[src/design/buddy_block_allocator_defines.svh]
// assertion macros for the buddy block allocator
// expects aclk and aresetn in the scope of the module that uses them
`ifndef BUDDY_BLOCK_ALLOCATOR_DEFINES_SVH
`define BUDDY_BLOCK_ALLOCATOR_DEFINES_SVH

// same-cycle implication, checked out of reset
`define BBA_ASSERT_NOW(lbl, ante, cons, msg) \
    lbl: assert property (@(posedge aclk) disable iff (!aresetn) (ante) |-> (cons)) \
        else $error(msg);

// next-cycle implication, checked out of reset
`define BBA_ASSERT_NEXT(lbl, ante, cons, msg) \
    lbl: assert property (@(posedge aclk) disable iff (!aresetn) (ante) |=> (cons)) \
        else $error(msg);

`endif

[src/design/bba_ram.sv]
// generic simple dual-port ram, one write and one registered read port
// no dependencies
`default_nettype none

module bba_ram #(
    parameter int WIDTH = 8,
    parameter int DEPTH = 16,
    localparam int AW = $clog2(DEPTH)
) (
    input  wire logic             aclk,
    input  wire logic             we,
    input  wire logic [AW-1:0]    waddr,
    input  wire logic [WIDTH-1:0] wdata,
    input  wire logic [AW-1:0]    raddr,
    output logic      [WIDTH-1:0] rdata
);

    logic [WIDTH-1:0] mem [0:DEPTH-1];

    always_ff @(posedge aclk) begin
        if (we) begin
            mem[waddr] <= wdata;
        end
        rdata <= mem[raddr];
    end

endmodule

`default_nettype wire
[config.mk]
export PLATFORM = sky130hd
export DESIGN_NAME = bba_ram
export DESIGN_NICKNAME = d
export VERILOG_FILES = /design/src/design/buddy_block_allocator_defines.svh /design/src/design/bba_ram.sv
export SDC_FILE = /design/constraint.sdc
export NUM_CORES = 1
export LEC_CHECK = 0
export CAP_MARGIN = 20
export CORE_ASPECT_RATIO = 1.4
export CORE_MARGIN = 5
export CORE_UTILIZATION = 50
export CTS_CLUSTER_DIAMETER = 100
export DETAILED_ROUTE_END_ITERATION = 6
export DONT_BUFFER_PORTS = 1
export SKIP_LAST_GASP = 1
export SLEW_MARGIN = 20
export SYNTH_ARGS = -nofsm -noshare
export SYNTH_HDL_FRONTEND = slang
export SYNTH_SLANG_ARGS = --single-unit
[constraint.sdc]
create_clock -name aclk -period 2.3 [get_ports aclk]
set_clock_uncertainty 0.05 [all_clocks]
set_input_delay 0.46 -clock aclk [delete_from_list [all_inputs] [get_ports aclk]]
set_output_delay 0.46 -clock aclk [all_outputs]
set_load 0.02 [all_outputs]
; Word-level counts from Yosys, hierarchy flattened
; Memories as Yosys holds them, arrays and structs flattened. A register that Yosys moved wholly into a read port is not among the register bits.
; Cells that the tools add are included.
[classes]
n_mux = 2
[ops]
columns = cell, count
row1 = $mux W1, 2
[totals]
n_memories = 1
output_inout_bits = 8
in_bits = 18
register_bits = 0
ram_bits = 128
[mem_list]
columns = name, words, width, rd, rd_ports_with_merged_regs, write_ports, line_no
row1 = mem, 16, 8, 1, 1, 1, bba_ram.sv:18  ; logic [WIDTH-1:0] mem [0:DEPTH-1];

; Longest topological paths before layout
; Gate-level depths: netlist of the first run.
[logic_depth]
word_depth = 2
depth_mapped = 5
mapped_depth_nobuf = 3

; Worst setup path after synthesis of the first run
; No wires, ideal clock.
[synth_timing]
path_type = input port to flip-flop
startpoint = input waddr[2]
endpoint = memory mem[0][0], enable pin
arrival_time_ps = 1570
required_time_ps = 1867
cell_stages = 2
setup_time_ps = 383
slack_ps = 297
n_path_buf = 0
path_cell_list = or3b_2 nor3_1
[synth_rtl]
columns = item, line_no
row1 = "start, declared", bba_ram.sv:12  ; input wire logic [AW-1:0] waddr,
row2 = "end, declared", bba_ram.sv:18
; Straight into the memory's write port.

==> results of run 1 <==
## through the flow
| stage | std cells | total power [uW] | hold slack (ns) |
|---|---|---|---|
| CTS | 399 | 5860 | 0.0795 |
| global placement | 367 | 3010 | 0.510 |
| floorplan | 229 | 3000 | 0.509 |
| detailed placement | 367 | 3020 | 0.510 |
| finish | 399 | 5810 | 0.101 |
| global route | 399 | 5990 | 0.0735 |
## registers in the layout, indices dropped and copies added (netlist names)
signal / flops
mem: 128
rdata: 8
## power by group through the flow
stage | Clock (uW) | Combinational (uW) | Sequential [uW]
floorplan | 0 | 141 | 2850
global placement | 0 | 151 | 2860
detailed placement | 0 | 152 | 2870
CTS | 2890 | 153 | 2820
global route | 3010 | 161 | 2820
finish | 2850 | 150 | 2810
## layout make-up
class,count,area [sq um],share of cell area [%]
flip-flops and latches,136,4000,67.2
repair buffers,13,97.6,1.64
well taps,135,169,2.83
clock inverters,8,141,2.37
clock buffers,24,492,8.25
multi-input cells,83,1060,17.7
## cell usage after synthesis
cell             instances  area [sq um]
a22oi_1                 16           120
and2_1                   1          6.26
and2b_1                  1          7.51
buf_2                    3          15.0
buf_4                    1          7.51
buf_6                    3          33.8
clkdlybuf4s25_2          3          30.0
dfxtp_1                  8           160
edfxtp_1               128          3840
mux4_1                  14           368
mux4_2                  18           405
nand2_1                  9          33.8
nand2b_1                 2          12.5
nand3_1                  1          5.00
nand3b_1                 2          15.0
nor2_1                  13          48.8
nor2b_1                  1          6.26
nor3_1                   4          20.0
or3b_2                   1          8.76
## final timing paths
kind               from         to  slack [ns]  cells past startpoint
min            wdata[0]  mem[1][0]        0.10                      0
max reg2reg   mem[1][5]   rdata[5]        0.85                      3
max           mem[1][5]   rdata[5]        0.85                      3
min reg2reg  mem[13][2]   rdata[2]        0.62                      3
## cell families after synthesis
group | count (synthesis) | share of synthesized area, %
flip-flops | 136 | 77.8
buffers and inverters | 10 | 1.68
AND/OR/NAND/NOR | 35 | 3.18
AO/OA/AOI/OAI | 16 | 2.33
multiplexers | 32 | 15.0
## cell usage in the layout, fill, tap and decap left out
| master | count |
|---|---|
| mux4_2 | 18 |
| clkinv_1 | 1 |
| clkinvlp_4 | 1 |
| and2_1 | 1 |
| or3b_2 | 1 |
| nand3_1 | 1 |
| clkbuf_1 | 3 |
| clkinv_2 | 2 |
| a22oi_1 | 16 |
| nor2_1 | 13 |
| mux4_1 | 14 |
| edfxtp_1 | 128 |
| nand3b_1 | 2 |
| and2b_1 | 1 |
| clkbuf_8 | 4 |
| clkbuf_16 | 17 |
| nor3_1 | 4 |
| buf_4 | 13 |
| nor2b_1 | 1 |
| dfxtp_1 | 8 |
| nand2_1 | 9 |
| bufinv_16 | 4 |
| nand2b_1 | 2 |
## worst max-delay path, delay by kind of cell (launching register included)
kind	cells	cell delay, ns
AOI/OAI and AO/OA	1	0.25
and+or+nand+nor	1	0.11
muxes	1	0.55
DFF	1	0.36
## per-layer routing
layer,part of all wire (%),routed length (um),vias up,GRT usage [%]
met1,39,3910,1179,22.6
met3,7.2,711,15,6.34
li1,-,-,1013,-
met4,2.2,221,0,7.71
met5,0,0,-,0
met2,51,5080,75,28.1
==> flow_summary.yaml, run 1 <==
die:
  dieWidth_um: 95.8
  coreArea_sq_mm: 0.0100
  boundaryPins: 26
  die_y_um: 130
  rows: 43
  die_area_sq_mm: 0.0125
  start_util_pct: 51.4
clocking:
  cts_buffers: 17
  cts_resized: 0
  cts_buffer_depth: 2
  cts.sinks: 136
  hold_buffers: 0
  tritoncts: "built"
  cts_root_buf: "clkbuf_16"
  htree_levels: 4
  postCtsSetupRepairBufs: 0
  insertion_delay_ns: 0.40
  path_clk_slew_ns: 0.05
placement:
  place_area_sq_mm: 0.00533
  pre_cts_ws_ns: 0.520
  detailed_place_hpwl_mm: 6.28
  io_buffers: 0
  gp_congestion: 0.708
hold_path:
  worst_hold_path_type: "input pin to flip-flop"
sta:
  rsz0062_at_grt: "no"
  worst_pin_slew_ns: 0.831
  maxSlewHeadroom_pct: 44.4
  timing.fmax_mhz: 691
  finalSetupTns_ns: 0
  drv_slew: 0
  finalSetupViolCount: 0
  setup_slack_ns: 0.853
  period_share_pct: 62.9
  finalHoldViolations: 0
  finalCriticalPeriod_ns: 1.45
routing:
  dr.pass1.iters: 4
  antenna_left: 0
  first_iter_violations: 191
  via_count: 2282
  routed_via_density: 5.72
  drc: 0
  wl_mm: 9.93
  avgRoutedWirePerCell_um: 24.9
critical_path:
  worstSetupEndpointType: "flip-flop"
  cp_max_fo: 1
  cp.arrival_ns: 1.68
  required_ns: 2.53
  max_stage_delay_ns: 0.55
  slowest_stage: "mux4_1"
  critPathKind: "flip-flop to flip-flop"
  crit_path_cell_trace: "mux4_1 -> a22oi_1 -> nand2_1"
  cp-start-kind: "flip-flop"
finish:
  num_antenna_cells: 0
  fillers: 764
  fin_area_sq_mm: 0.00596
  final_util_pct: 59.6
  syn_to_final_growth_pct: 15.8
  layout.nets: 269
  drive_above_1_share_pct: 22.7
power_and_ir_drop:
  p_sw_share_pct: 17.7
  ir_drop_v: 0.000570
  p_sw_uw: 1030
  combPwrFrac_pct: 2.6
  seq_power_share_pct: 48.4
  p_clk_share_pct: 49.0
  power.density_mw_per_mm2: 975
  p_int_uw: 4780
  power.leakage_uw: 0.00197
logic_synthesis:
  syn_area_per_cell_sq_um: 22.5
  synth_warnings: 0
  syn-instance-count: 229
  syn_area_sq_mm: 0.00515
  synth-seq-cells: 136
  ys_seq_area_share_pct: 77.8
  syn_nets: 247
  yosysUniqueCellTypes: 19
grt:
  grt_max_degree: 33
  antenna_found_initial: 0
  grt_pass1_wl_mm: 14.9
  grt_overflow_total: 0
  grt_pass1_vias: 2429
  grt_usage_pct: 17.9
flow_run:
  drv_cap: 0
status:
  run_status: "finished clean"
Note: power is estimated with default switching activity, not from simulation.
==> run 2: changes to the inputs <==
--- a/config.mk
+++ b/config.mk
@@ -5,6 +5,7 @@
 export SDC_FILE = /design/constraint.sdc
 export NUM_CORES = 1
 export LEC_CHECK = 0
+export ABC_AREA = 1
 export CAP_MARGIN = 20
 export CORE_ASPECT_RATIO = 1.4
 export CORE_MARGIN = 5
@@ -12,6 +13,7 @@
 export CTS_CLUSTER_DIAMETER = 100
 export DETAILED_ROUTE_END_ITERATION = 6
 export DONT_BUFFER_PORTS = 1
+export PLACE_DENSITY = 0.68
 export SKIP_LAST_GASP = 1
 export SLEW_MARGIN = 20
 export SYNTH_ARGS = -nofsm -noshare
==> constraint.sdc (replaced) <==
create_clock -name aclk -period 1.2 [get_ports aclk]
set_clock_uncertainty 0.05 [all_clocks]
set_input_delay 0.24 -clock aclk [delete_from_list [all_inputs] [get_ports aclk]]
set_output_delay 0.24 -clock aclk [all_outputs]
set_load 0.02 [all_outputs]
==> run 2 against run 1 <==
  * Clock power grew 110%
  * Register-to-register slack got worse by 0.75 ns
  * Utilization fell by 0.23 points
  * Sequential share of layout area decreased by 7.6 points
  * Global-route usage is 2.0 points higher
  * Total power increased by 100%
  * Clock-buffer cell count is 5 lower
  * Die area increased by 11%
  * The flow now finishes with violations (hold timing)
  * Sequential power rose by 92%
  * Synthesized cell count is 140% higher
  * Worst setup slack got worse by 0.81 ns
  * Largest power group unchanged
  * Largest cell class unchanged
==> flow_summary.yaml, run 2 <==
die:
  rows: 46
  start_util_pct: 50.9
  die_y_um: 137
  dieWidth_um: 101
  die_area_sq_mm: 0.0138
  coreArea_sq_mm: 0.0113
  boundaryPins: 26
sta:
  timing.fmax_mhz: 866
  finalCriticalPeriod_ns: 1.16
  finalSetupViolCount: 0
  whs_ns: -0.128
  worst_pin_slew_ns: 0.747
  drv_slew: 0
  rsz0062_at_grt: "no"
  period_share_pct: 96.3
  finalHoldViolations: 80
  maxSlewHeadroom_pct: 50.2
  finalSetupTns_ns: 0
logic_synthesis:
  synth_top_family_by_area: "simple AND/OR/NAND/NOR gates"
  synth.most_common_cell: "nand2_1"
  synth_top_area_share_pct: 66.7
  synthTopCellsByArea: "edfxtp_1, nand2_1, nand3_1"
  synth_fa_ha_area_share_pct: 0
  synth_warnings: 0
  synth_commonest_cells: "nand2_1, edfxtp_1, inv_1"
  synthXorXnorAreaFrac_pct: 0
  syn_nets: 569
  synth-main-ff-cell: "edfxtp_1"
  synth_top_cell_by_area: "edfxtp_1"
  yosysUniqueCellTypes: 12
  synth_edf_count: 128
  syn_area_per_cell_sq_um: 10.5
  syn_area_sq_mm: 0.00577
  synth-simple-area-share_pct: 21.0
  synthMuxAreaShare_pct: 0
  ys_seq_area_share_pct: 69.4
  synthArstFlopShare_pct: 0
  syn-instance-count: 551
  synth_compound_area_share_pct: 0
  synth-seq-cells: 136
grt:
  grt_overflow_total: 0
  antenna_found_initial: 0
  grt_pass1_wl_mm: 19.7
  grt_usage_pct: 19.9
  grt_pass1_vias: 3657
  grt_max_degree: 66
routing:
  avgRoutedWirePerCell_um: 17.5
  first_iter_violations: 317
  wl_mm: 12.8
  routed_via_density: 5.15
  dr.pass1.iters: 5
  antenna_left: 0
  drc: 0
  via_count: 3753
finish:
  layout_common_cells: "nand2_1, edfxtp_1, inv_1"
  top_regs: "mem x128, rdata x8"
  regMostFlops: "mem"
  final-seq-area_sq_mm: 0.00401
  largest_reg_flops: 128
  layout.nets: 590
  num_antenna_cells: 0
  syn_to_final_growth_pct: 16.7
  stdcell_count: 729
  final_common_cell: "nand2_1"
  multi_input_area_sq_mm: 0.00122
  fillers: 855
  drive_above_1_share_pct: 10.1
placement:
  io_buffers: 0
  gp_congestion: 0.781
  dpl.cell_count: 692
  detailed_place_hpwl_mm: 8.00
clocking:
  htree_levels: 4
  tritoncts: "built"
  cts_buffers: 17
  cts_buffer_depth: 2
  insertion_delay_ns: 0.42
  cts_root_buf: "clkbuf_16"
  cts.sinks: 136
  path_clk_slew_ns: 0.06
  hold_buffers: 5
flow_run:
  drv_cap: 0
hold_path:
  worst_hold_path_type: "input pin to flip-flop"
critical_path:
  cp.arrival_ns: 0.87
  cp-start-kind: "flip-flop"
  cp_max_fo: 1
  required_ns: 0.91
  critPathKind: "flip-flop to output pin"
  worstSetupEndpointType: "output pin"
power_and_ir_drop:
  ir_drop_v: 0.00103
  power.density_mw_per_mm2: 1750
  power.leakage_uw: 0.00291
status:
  run_status: "finished, violations left"
  violations: "hold timing"
run 2: cell count changes after synthesis, moves of 3 or more:
| cell | previous run | this run |
|---|---|---|
| a22oi_1 | 16 | 0 |
| buf_2 | 3 | 13 |
| buf_4 | 1 | 4 |
| buf_6 | 3 | 6 |
| clkdlybuf4s25_2 | 3 | 0 |
| inv_1 | 0 | 100 |
| mux4_1 | 14 | 0 |
| mux4_2 | 18 | 0 |
| nand2_1 | 9 | 173 |
| nand3_1 | 1 | 97 |
| nor2_1 | 13 | 17 |
| nor3_1 | 4 | 0 |
run 2: final cells by class:
class	instances	share of cell area [%]
clock inverters	13	3.31
well taps	144	2.68
inverters	102	5.69
repair buffers	26	3.91
multi-input cells	289	18.1
flip-flops and latches	136	59.6
clock buffers	19	6.73
run 2: cells by family after synthesis:
group | after synthesis
flops | 136
simple gates | 289
buf+inv | 126
run 2: where the power goes:
| group | total (uW) | internal [uW] | switching, uW |
|---|---|---|---|
| registers | 5400 | 5320 | 80.2 |
| logic | 493 | 177 | 315 |
| clock network | 5860 | 3990 | 1870 |
run 2: final timing paths:
kind | slack, ns | end | start | cells after the start
setup / recovery | 0.04 | rdata[0] | rdata[0] | 0
hold / removal | -0.13 | mem[3][4] | wdata[4] | 0
setup reg to reg | 0.10 | rdata[0] | mem[0][0] | 6
hold reg to reg | 0.60 | rdata[3] | mem[10][3] | 6
run 2: timing repair:
item | 4_1_cts | 5_1_grt
buffers inserted | 0 | 0
hold endpoints to repair | 136 | 80
pin swaps | 0 | 0
gates resized for setup | 2 | 3
setup endpoints to repair | 2 | 19
run 2: metal layers:
metal / wire [um] / share of wire (%) / vias up / global-route usage (%)
met5: 0 / 0 / - / 0
met4: 277 / 2.2 / 0 / 7.57
met3: 898 / 7.0 / 24 / 5.05
met2: 6940 / 54 / 140 / 35.0
met1: 4660 / 36 / 1772 / 23.1
li1: - / - / 1817 / -
run 2: stage by stage:
stage               utilization, %  worst slack (ns)  instance area, sq um  power (uW)  hold slack [ns]
detailed placement            52.9           -0.0172                  5990        5940            0.290
global route                  59.3           0.00727                  6730       12100           -0.150
finish                        59.3            0.0447                  6730       11800           -0.128
global placement              52.9           -0.0311                  5990        5930            0.290
CTS                           59.3           0.00220                  6720       11800           -0.144
floorplan                        -           -0.0408                  5770        5850            0.289
==> run 3: changes to the inputs <==
--- a/config.mk
+++ b/config.mk
@@ -6,14 +6,14 @@
 export NUM_CORES = 1
 export LEC_CHECK = 0
 export ABC_AREA = 1
+export BUFFER_PORTS_ARGS = -buffer_cell sky130_fd_sc_hd__buf_2
 export CAP_MARGIN = 20
 export CORE_ASPECT_RATIO = 1.4
 export CORE_MARGIN = 5
 export CORE_UTILIZATION = 50
 export CTS_CLUSTER_DIAMETER = 100
 export DETAILED_ROUTE_END_ITERATION = 6
-export DONT_BUFFER_PORTS = 1
-export PLACE_DENSITY = 0.68
+export PLACE_DENSITY = 0.7
 export SKIP_LAST_GASP = 1
 export SLEW_MARGIN = 20
 export SYNTH_ARGS = -nofsm -noshare
==> run 3 against run 2 <==
  * The flow now finishes without violations
  * Utilization increased by 0.42 points
  * Sequential power fell by 0.7%
  * Worst setup slack got worse by 0.015 ns
  * First-iteration DRC count decreased by 20%
  * Critical path depth grew 1
  * Die area is the same
  * Clock power shrank 23%
  * Hold slack improved by 0.33 ns
  * Design area rose by 0.71%
  * Combinational power rose by 54%
  * Sequential share of layout area fell by 0.42 points
  * Register-to-register slack lost 0.06 ns
  * Critical path type unchanged
==> flow_summary.yaml, run 3 (synthesis results as in run 2) <==
status:
  run_status: "finished clean"
die:
  start_util_pct: 50.9
  rows: 46
  die_area_sq_mm: 0.0138
  coreArea_sq_mm: 0.0113
  boundaryPins: 26
  dieWidth_um: 101
  die_y_um: 137
finish:
  syn_to_final_growth_pct: 17.5
  drive_above_1_share_pct: 14.2
  largest_reg_flops: 128
  final_common_cell: "nand2_1"
  num_antenna_cells: 0
  fillers: 904
  regMostFlops: "mem"
  final_util_pct: 59.8
  layout_common_cells: "nand2_1, edfxtp_1, inv_1"
  layout.nets: 618
  top_regs: "mem x128, rdata x8"
flow_run:
  drv_cap: 0
grt:
  grt_pass1_vias: 3923
  grt_overflow_total: 0
  antenna_found_initial: 0
  grt_usage_pct: 20.2
  grt_pass1_wl_mm: 20.3
  grt_max_degree: 61
sta:
  worst_pin_slew_ns: 0.389
  drv_slew: 0
  timing.fmax_mhz: 854
  maxSlewHeadroom_pct: 74.0
  finalSetupViolCount: 0
  finalHoldViolations: 0
  finalCriticalPeriod_ns: 1.17
  rsz0062_at_grt: "yes"
  setup_slack_ns: 0.0295
  period_share_pct: 97.5
clocking:
  cts_buffers: 17
  cts.sinks: 136
  path_clk_slew_ns: 0.05
  hold_buffers: 0
  tritoncts: "built"
  insertion_delay_ns: 0.40
  htree_levels: 4
  cts_buffer_depth: 2
  cts_root_buf: "clkbuf_16"
placement:
  pre_cts_ws_ns: -0.172
  gp_congestion: 0.878
  detailed_place_hpwl_mm: 8.43
  io_buffers: 25
critical_path:
  critPathTopFamily: "flip-flops"
  crit_path_cell_trace: "buf_6"
  cp-start-kind: "flip-flop"
  path_depth: 1
  worstSetupEndpointType: "output pin"
  reg2reg_depth: 6
  endpoint: "rdata[4]"
  required_ns: 0.91
  rrSetupSlack_ns: 0.04
  critPathKind: "flip-flop to output pin"
  cp-startpoint: "rdata[4]"
  max_stage_delay_ns: 0.35
  cp_max_fo: 1
  critPathBufInv: 1
  r2r_end: "rdata[0]"
  cp.arrival_ns: 0.88
  r2r_start: "mem[13][0]"
  slowest_stage: "dfxtp_1"
routing:
  first_iter_violations: 255
  routed_via_density: 5.18
  via_count: 3915
  wl_mm: 12.9
  drc: 0
  dr.pass1.iters: 4
  antenna_left: 0
  avgRoutedWirePerCell_um: 17.1
power_and_ir_drop:
  power.density_mw_per_mm2: 1570
  power.leakage_uw: 0.00296
  ir_drop_v: 0.00109
hold_path:
  worst_hold_path_type: "input pin to flip-flop"
## run 3: cell count changes in the layout (fill, tap and decap cells not counted)
| cell | change |
|---|---|
| buf_4 | +7 |
| clkinv_2 | +3 |
| buf_2 | +18 |
| buf_12 | +3 |
| clkbuf_1 | +2 |
| inv_6 | -1 |
| clkbuf_8 | -2 |
| buf_6 | +5 |
| dlymetal6s4s_1 | -2 |
| clkinv_1 | +2 |
| bufinv_16 | -5 |
| dlygate4sd3_1 | -3 |
## run 3: per-layer routing
| layer | vias up | routed length [um] | track usage (%) |
|---|---|---|---|
| met3 | 33 | 736 | 4.28 |
| met4 | 0 | 612 | 12.5 |
| met2 | 147 | 6710 | 34.9 |
| met5 | - | 0 | 0 |
| met1 | 1869 | 4880 | 22.5 |
| li1 | 1866 | - | - |
## run 3: where the power goes
part	switching [uW]	internal, uW	leakage, uW
combinational	499	260	0.00148
sequential	40.9	5320	0.00122
clock	1760	2780	0.000254
total	2300	8360	0.00296
## run 3: worst min-delay path by stage
stage,startpoint,end,slack (ns),cells past startpoint
2_1_floorplan,wdata[0],mem[0][0],0.29,0
3_3_place_gp,mem[2][4],rdata[4],0.59,6
3_5_place_dp,mem[2][0],rdata[0],0.61,6
4_1_cts,wdata[3],mem[2][3],0.20,1
5_1_grt,wdata[2],mem[5][2],0.21,1
6_report,wdata[3],mem[2][3],0.21,1
## run 3: final cells by class
class / instances / area (sq um) / area share, %
inverters: 102 / 383 / 5.65
multi-input cells: 289 / 1220 / 18.0
flip-flops and latches: 136 / 4010 / 59.2
repair buffers: 54 / 467 / 6.89
clock buffers: 19 / 433 / 6.39
well taps: 144 / 180 / 2.66
clock inverters: 12 / 86.3 / 1.27
## run 3: repair_timing
action / 4_1_cts / 5_1_grt
buffers inserted: 0 / 0
setup endpoints to repair: 5 / 5
resized for setup: 10 / 5
## run 3: metrics by stage
stage | area [sq um] | setup TNS [ns] | power [uW] | hold slack, ns | std cells
after floorplan | 5770 | -3.28 | 5850 | 0.289 | 551
after global placement | 6220 | -4.46 | 6160 | 0.587 | 725
after detailed placement | 6220 | -6.32 | 6180 | 0.607 | 725
after CTS | 6760 | -0.00162 | 10700 | 0.198 | 756
after global routing | 6780 | -0.0117 | 11000 | 0.210 | 756
final | 6780 | 0 | 10700 | 0.205 | 756
